## config.mk

```make
export PLATFORM = sky130hd
export DESIGN_NAME = rrli_interp
export DESIGN_NICKNAME = d
export VERILOG_FILES = /design/src/rtl/rrli_pkg.sv /design/src/rtl/rrli_interp.sv
export SDC_FILE = /design/constraint.sdc
export NUM_CORES = 2
export LEC_CHECK = 0
export BUFFER_PORTS_ARGS = -buffer_cell sky130_fd_sc_hd__buf_2
export CAP_MARGIN = 20
export CORE_AREA = 4 4 232 234
export DETAILED_ROUTE_END_ITERATION = 8
export DIE_AREA = 0 0 236 238
export PLACE_DENSITY = 0.82
export SYNTH_ARGS = -nofsm -noshare
export SYNTH_HDL_FRONTEND = slang
export SYNTH_SLANG_ARGS = --single-unit
```

## constraint.sdc

```tcl
create_clock -name clock -period 10.62 [get_ports clock]
set_input_delay 0.531 -clock clock [delete_from_list [all_inputs] [get_ports clock]]
set_output_delay 0.531 -clock clock [all_outputs]
set_load 0.01 [all_outputs]
```

## src/rtl/rrli_pkg.sv

```systemverilog
// ----------------------------------------------------------------------------
// rrli_pkg
// shared constants, command codes and types of the ring resampler
// ----------------------------------------------------------------------------
`default_nettype none

package rrli_pkg;

   // ring of stereo frames
   localparam int RING_FRAMES = 4096;
   localparam int ADDR_W      = 12;
   localparam int DIST_W      = ADDR_W + 1;
   localparam int CNT_W       = 48;
   localparam int SAMPLE_W    = 16;
   localparam int FRAME_W     = 2 * SAMPLE_W;

   // position format
   localparam int FRAC_BITS_DEF = 16;
   localparam int STEP_Q_BITS   = 16;
   localparam int FRAC_MAX      = 24;

   // commands
   localparam logic [1:0] CMD_WRITE   = 2'd0;
   localparam logic [1:0] CMD_READ    = 2'd1;
   localparam logic [1:0] CMD_RESTART = 2'd2;

   // control registers
   localparam int CSR_IDX_W   = 2;
   localparam int CSR_DATA_W  = 32;
   localparam int STEP_CSR_W  = 19;
   localparam int DELAY_CSR_W = 13;
   localparam logic [CSR_IDX_W-1:0] CSR_STEP  = 2'd0;
   localparam logic [CSR_IDX_W-1:0] CSR_DELAY = 2'd1;
   localparam logic [STEP_CSR_W-1:0]  STEP_RESET  = 19'd60211;
   localparam logic [DELAY_CSR_W-1:0] DELAY_RESET = 13'd1024;

   // result queue
   localparam int RSP_DEPTH = 4;
   localparam int RSP_PTR_W = 2;
   localparam int RSP_CNT_W = 3;

   typedef struct packed {
      logic ok;
      logic resync;
   } rd_info_type;

   typedef struct packed {
      logic [SAMPLE_W-1:0] left;
      logic [SAMPLE_W-1:0] right;
      logic                valid_res;
      logic                resynced;
   } rsp_word_type;

endpackage

`default_nettype wire

```

## src/rtl/rrli_interp.sv

```systemverilog
// ----------------------------------------------------------------------------
// rrli_interp
// two-stage stereo linear interpolation and result queue
// ----------------------------------------------------------------------------
`default_nettype none

module rrli_interp #(
   parameter int FRAC_BITS = rrli_pkg::FRAC_BITS_DEF
) (
   input  wire                                   clock,
   input  wire                                   reset,
   input  wire                                   in_vld,
   input  wire rrli_pkg::rd_info_type            in_info,
   input  wire        [FRAC_BITS-1:0]            in_frac,
   input  wire        [rrli_pkg::FRAME_W-1:0]    in_a,
   input  wire        [rrli_pkg::FRAME_W-1:0]    in_b,
   output logic                                  rsp_valid,
   input  wire                                   rsp_stall,
   output logic signed [rrli_pkg::SAMPLE_W-1:0]  rsp_left_out,
   output logic signed [rrli_pkg::SAMPLE_W-1:0]  rsp_right_out,
   output logic                                  rsp_valid_res,
   output logic                                  rsp_resynced
);

   localparam int SW = rrli_pkg::SAMPLE_W;
   localparam int DW = SW + 1;
   localparam int PW = DW + FRAC_BITS + 1;

   // product stage
   logic                  p_vld_ff;
   rrli_pkg::rd_info_type p_info_ff;
   logic signed [SW-1:0]  p_al_ff, p_ar_ff;
   logic signed [PW-1:0]  p_pl_ff, p_pr_ff;

   logic signed [SW-1:0]  al, ar, bl, br;
   logic signed [DW-1:0]  dl, dr;
   logic signed [FRAC_BITS:0] frac_s;

   assign al = $signed(in_a[rrli_pkg::FRAME_W-1:SW]);
   assign ar = $signed(in_a[SW-1:0]);
   assign bl = $signed(in_b[rrli_pkg::FRAME_W-1:SW]);
   assign br = $signed(in_b[SW-1:0]);
   assign dl = DW'(bl) - DW'(al);
   assign dr = DW'(br) - DW'(ar);
   assign frac_s = $signed({1'b0, in_frac});

   always_ff @(posedge clock) begin
      if (reset) begin
         p_vld_ff <= 1'b0;
      end else begin
         p_vld_ff <= in_vld;
      end
      p_info_ff <= in_info;
      p_al_ff   <= al;
      p_ar_ff   <= ar;
      p_pl_ff   <= PW'(dl) * PW'(frac_s);
      p_pr_ff   <= PW'(dr) * PW'(frac_s);
   end

   // floor and add
   logic signed [PW-1:0]   sum_l, sum_r;
   rrli_pkg::rsp_word_type push_word;

   assign sum_l = PW'(p_al_ff) + (p_pl_ff >>> FRAC_BITS);
   assign sum_r = PW'(p_ar_ff) + (p_pr_ff >>> FRAC_BITS);

   always_comb begin
      push_word.left      = p_info_ff.ok ? sum_l[SW-1:0] : '0;
      push_word.right     = p_info_ff.ok ? sum_r[SW-1:0] : '0;
      push_word.valid_res = p_info_ff.ok;
      push_word.resynced  = p_info_ff.resync;
   end

   // result queue, never overflows because the top level holds credits
   rrli_pkg::rsp_word_type          q_mem [rrli_pkg::RSP_DEPTH];
   logic [rrli_pkg::RSP_PTR_W-1:0]  wr_ptr_ff, rd_ptr_ff;
   logic [rrli_pkg::RSP_CNT_W-1:0]  cnt_ff, cnt_in;
   logic                            pop;
   rrli_pkg::rsp_word_type          head;

   assign pop    = rsp_valid & ~rsp_stall;
   assign cnt_in = cnt_ff + rrli_pkg::RSP_CNT_W'(p_vld_ff)
                          - rrli_pkg::RSP_CNT_W'(pop);

   always_ff @(posedge clock) begin
      if (reset) begin
         wr_ptr_ff <= '0;
         rd_ptr_ff <= '0;
         cnt_ff    <= '0;
      end else begin
         if (p_vld_ff) begin
            wr_ptr_ff <= wr_ptr_ff + 1'b1;
         end
         if (pop) begin
            rd_ptr_ff <= rd_ptr_ff + 1'b1;
         end
         cnt_ff <= cnt_in;
      end
      if (p_vld_ff) begin
         q_mem[wr_ptr_ff] <= push_word;
      end
   end

   assign head          = q_mem[rd_ptr_ff];
   assign rsp_valid     = (cnt_ff != '0);
   assign rsp_left_out  = $signed(head.left);
   assign rsp_right_out = $signed(head.right);
   assign rsp_valid_res = head.valid_res;
   assign rsp_resynced  = head.resynced;

endmodule

`default_nettype wire

```

### Word-level counts from Yosys, hierarchy flattened

Memory sizes are Yosys's and may differ from the RTL's. A register that Yosys moved wholly into a read port is not among the register bits.
Index checks and enable logic that the tools add are counted.

| cells by class | value |
|---|---|
| $add $sub $neg | 8 |
| $mul | 2 |
| multiplexer cells | 6 |
| bitwise logic cells | 2 |
| reduce and logical (&&, ||, !) cells | 1 |

Operators by type and width:

| operator | number |
|---|---|
| $mul 17x17->32 | 2 |
| $sub 16x16->17 | 2 |
| $add 16x16->16 | 2 |
| $mux 16 | 2 |
| $add 2x1->2 const B | 2 |
| $mux 2 | 2 |
| $add 3x1->3 | 1 |
| $reduce_bool 3->1 | 1 |
| $sub 3x1->3 | 1 |
| $mux 1 | 2 |
| $and 1x1->1 | 1 |
| $not 1->1 | 1 |

| storage, ports and cells | value |
|---|---|
| register bits | 106 |
| RAM bits | 136 |
| bits of input ports | 86 |
| output and inout port bits | 35 |
| word-level logic and storage cells | 30 |
| memories | 1 |

Memory list:

| memory | depth | bits a word | read ports | clocked after memory_dff | wr ports | line | text |
|---|---|---|---|---|---|---|---|
| q_mem | 4 | 34 | 1 | 1 | 1 | rrli_interp.sv:75 | `rrli_pkg::rsp_word_type q_mem [rrli_pkg::RSP_DEPTH];` |

### Depth between registers and ports, before layout

| logic depth | value |
|---|---|
| depth in word-level cells | 4 |
| gate-level depth with buffers | 35 |
| gate-level depth less buffers | 34 |

### Least setup slack after synthesis

OpenSTA, ideal clock, no wires.

| timing path | value |
|---|---|
| path type | input to register |
| from | input port in_b[16] in the netlist's numbering |
| to | register p_pl_ff[31] |
| library setup time | 0.130 ns |
| arrival | 8.064 ns |
| required time | 10.490 ns |
| path slack | 2.427 ns |
| stages | 30 |
| cells stage by stage | inv_1 -> ha_1 -> fa_1 -> nand2b_1 -> a21boi_0 -> o21ai_0 -> a21oi_1 -> a211oi_1 -> nor3_1 -> o32ai_4 -> buf_2 -> nand2_1 -> inv_1 -> fa_1 -> inv_1 -> fa_1 -> clkbuf_1 -> xor2_1 -> xnor2_1 -> fa_1 -> fa_1 -> inv_1 -> fa_1 -> inv_1 -> ha_1 -> a21o_1 -> or3_1 -> o211ai_1 -> nand3b_1 -> xnor3_1 |

| on the way | value |
|---|---|
| cells in the longest elaborated chain, start to end | 2 |

Ends and longest elaborated chain:

| item | line | text |
|---|---|---|
| start, declared | rrli_interp.sv:16 | `input wire [rrli_pkg::FRAME_W-1:0] in_b,` |
| $sub 16x16->17 | rrli_interp.sv:43 | `assign dl = DW'(bl) - DW'(al);` |
| $mul 17x17->32 | rrli_interp.sv:56 | `p_pl_ff <= PW'(dl) * PW'(frac_s);` |
| end signal, assigned | rrli_interp.sv:56 |  |
| end, declared | rrli_interp.sv:33 | `logic signed [PW-1:0] p_pl_ff, p_pr_ff;` |

Every way passes these cells.
A chain may end at the register's enable or synchronous reset.

### Worst setup path in the final report

| timing path | value |
|---|---|
| from | input port in_a[16] in the netlist's numbering |
| to | register p_pl_ff[31] |

| on the way | value |
|---|---|
| cells in the longest elaborated chain, start to end | 2 |

Ends and longest elaborated chain:

| item | line | text |
|---|---|---|
| start, declared | rrli_interp.sv:15 | `input wire [rrli_pkg::FRAME_W-1:0] in_a,` |
| $sub 16x16->17 | rrli_interp.sv:43 |  |
| $mul 17x17->32 | rrli_interp.sv:56 |  |

Every way passes these cells.

==> results by group <==
Outcome
  • Status: completed

Layout
  • Syn-to-layout area delta: 6.62%
  • Final instance count without filler cells: about 4,000
  • Final-stage net count: 4,039
  • Finished Core Util: between 60% and 70%
  • Share of cells above drive strength 1: 8.68%

Critical path
  • Worst Path Max Fanout: 18
  • Crit path kind: in2reg
  • Startpoint type of the worst setup path: primary input
  • Crit path from: in_a[16]
  • Crit path DAT: approximately 9 ns
  • Critical R2R Launch: p_ar_ff[0]
  • CP Capture Type: flop
  • Critical path required time: 11.04 ns

Floorplan
  • Die height: 238 um
  • I/O Pins: 121
  • Initial core utilization: 59.0%
  • Site Rows: 84
  • CORE AREA: 52,000 sq um
  • Die Wd: 236 um
  • Die footprint: 56,200 sq um

Clock tree
  • Clock transition at path regs: 0.06 ns
  • CTS Buf Count: 23
  • H-tree depth: 1
  • Post-CTS Setup Inserts: 0
  • Worst skew pair latency: approximately 0.54 ns
  • Cts repair resizes: 0
  • Root Buffer: clkbuf_16
  • Bufs on Longest Clock Path: 3
  • TritonCTS clock tree: built
  • Num Clock Sinks: 212
  • Post-CTS Hold Buffers: 0

Worst hold path
  • Worst hold path type: in2reg
  • Start point of the worst hold path: in_info[0]

Placement
  • GP Congestion: 0.862
  • Hpwl dp: about 53 mm
  • Placed insts: ~3,900
  • Port Buffers: 120

GRT
  • Initial antenna violation count: 8
  • Global-route wire length before repair: 117 mm
  • GRT overflow: 0
  • Tot GR Track Use: about a quarter
  • Largest net degree at the start of global routing: 45
  • Vias in the first global route: 23,300

Drt
  • Total wire length: 70.3 mm
  • Via density: 5.53
  • DRC viols: 0
  • 1st-iter DRT viols: 1,474
  • Drt first pass iters: 6
  • Vias: 21,600
  • Wirelength per Cell: roughly 18 um
  • Post-route ant nets: 0

STA
  • Unrepaired setup endpoints after global routing: no
  • Fmax: between 0.1 and 0.15 GHz
  • Min Tclk post-route: 8.59 ns
  • Part of the cycle the worst path needs: 80.9%
  • # setup viols final: 0
  • Setup TNS: 0 ns
  • Max-slew violations: 0
  • Final Hold Vio Count: 0
  • Worst Skew: 0.0265 ns
  • Worst slew margin: 24.8%
  • Slew @ Worst Pin: 1.12 ns

Logic synthesis
  • Post-synth EDFFs: 136
  • Seq/Total Area, Yosys: 18.3%
  • Mapped Nets: 4,009
  • Area of the mapped netlist: 30,700 sq um
  • Most used DFF post-synth: edfxtp_1
  • Avg Cell Area, Syn: ~9.7 sq um
  • Synth async-reset ratio: 0%
  • FF+latch count, synth: 212
  • Synth unique cells: 75
  • Yosys warning total: 0
  • Synth Instances: 3,167

Job
  • Max_cap viols: 0
[area by class of cell]
| cell class | instances | area [sq um] |
|---|---|---|
| multi-input combinational | 2082 | 21900 |
| tap | 688 | 861 |
| fill | 4100 | 19300 |
| antenna | 3 | 7.51 |
| inverter | 725 | 2720 |
| clock inverter | 13 | 146 |
| timing repair buffer | 153 | 848 |
| sequential | 212 | 5610 |
| clock buffer | 29 | 659 |
[synthesized netlist by cell type, types with 9 or more instances]
library cell / instances / area (sq um)
edfxtp_1: 136 / 4080
xnor2_1: 90 / 788
nor2_1: 82 / 308
nor4_1: 12 / 75.1
a21o_1: 25 / 188
a21oi_1: 56 / 280
xor2_1: 33 / 289
inv_1: 725 / 2720
mux4_2: 34 / 766
nor2b_1: 60 / 375
and3_1: 20 / 125
o311ai_0: 10 / 87.6
or2_2: 10 / 62.6
o211ai_1: 33 / 248
dfxtp_1: 76 / 1520
ha_1: 234 / 2930
nand2b_1: 35 / 219
o21a_1: 9 / 67.6
buf_1: 10 / 37.5
nand2_1: 312 / 1170
nor3_1: 32 / 160
fa_1: 522 / 10500
o21ai_0: 37 / 185
a31oi_1: 16 / 100
clkbuf_1: 128 / 480
a311oi_1: 15 / 131
and2_1: 230 / 1440
nand3b_1: 12 / 90.1
nand3_1: 60 / 300
[routing by layer]
layer  up-vias  share of wire (%)  track usage, %
met5         -               0.10               0
met4        12                3.1            8.26
met3       156                7.6            4.54
met2       747                 49            44.5
met1     10800                 40            33.9
li1       9846                  -               -
[cells by family after synthesis]
group,after synthesis,synth area share [%]
simple gates,889,14.7
buf+inv,873,10.8
xor+xnor,124,3.59
flops,212,18.3
mux,37,2.59
fa+ha+maj,756,43.6
compound gates,276,6.47
[layout by cell type, fill, tap and decap left out, types with 56 or more instances in the layout]
cell type and n:
a21oi_1 56, and2_1 226, buf_2 120, dfxtp_1 74, edfxtp_1 136, fa_1 522, ha_1 234, inv_1 725
nand2_1 312, nand3_1 60, nor2_1 82, nor2b_1 60, xnor2_1 82
[per-stage QoR]
stage,instance area (sq um),hold slack [ns],setup slack (ns)
floorplan,30700,0.438,2.43
global placement,31900,0.468,1.78
detailed placement,31900,0.476,1.62
CTS,32700,0.0804,2.13
global route,32700,0.0807,1.52
finish,32700,0.0908,2.03
[path summary, 6_finish.rpt]
| check | to | slack (ns) | cells past startpoint |
|---|---|---|---|
| max | p_pl_ff[31] | 2.03 | 28 |
| min | p_info_ff[0] | 0.09 | 1 |
| max reg2reg | q_mem[2][16] | 6.89 | 11 |
| min reg2reg | q_mem[3][0] | 0.49 | 0 |
[worst max-delay path: stages]
cell      delay [ns]
buf_2           0.11
ha_1            0.22
fa_1            0.42
nand2b_1        0.21
a21boi_0        0.29
o21ai_0         0.20
a21oi_1         0.30
a211oi_1        0.19
nor3_1          0.44
o32ai_4         0.28
nand2_1         0.18
inv_1           0.11
fa_1            0.66
inv_1           0.17
fa_1            0.86
xor2_1          0.54
xnor2_1         0.18
fa_1            0.51
fa_1            0.50
inv_1           0.05
fa_1            0.47
inv_1           0.04
ha_1            0.31
a21o_1          0.19
or3_1           0.35
o211ai_1        0.22
nand3b_1        0.10
xnor3_1         0.35
[registers in the layout, indices dropped and copies added, names as in the netlist, named ones only]
signal,count
q_mem,136
p_al_ff,16
p_ar_ff,16
p_pl_ff,16
p_pr_ff,16
cnt_ff,3
p_info_ff,2
rd_ptr_ff,2
wr_ptr_ff,2
p_vld_ff,1
Power is not shown: default switching activity piles up to over one toggle a cycle in this logic, so the estimate is an artifact.
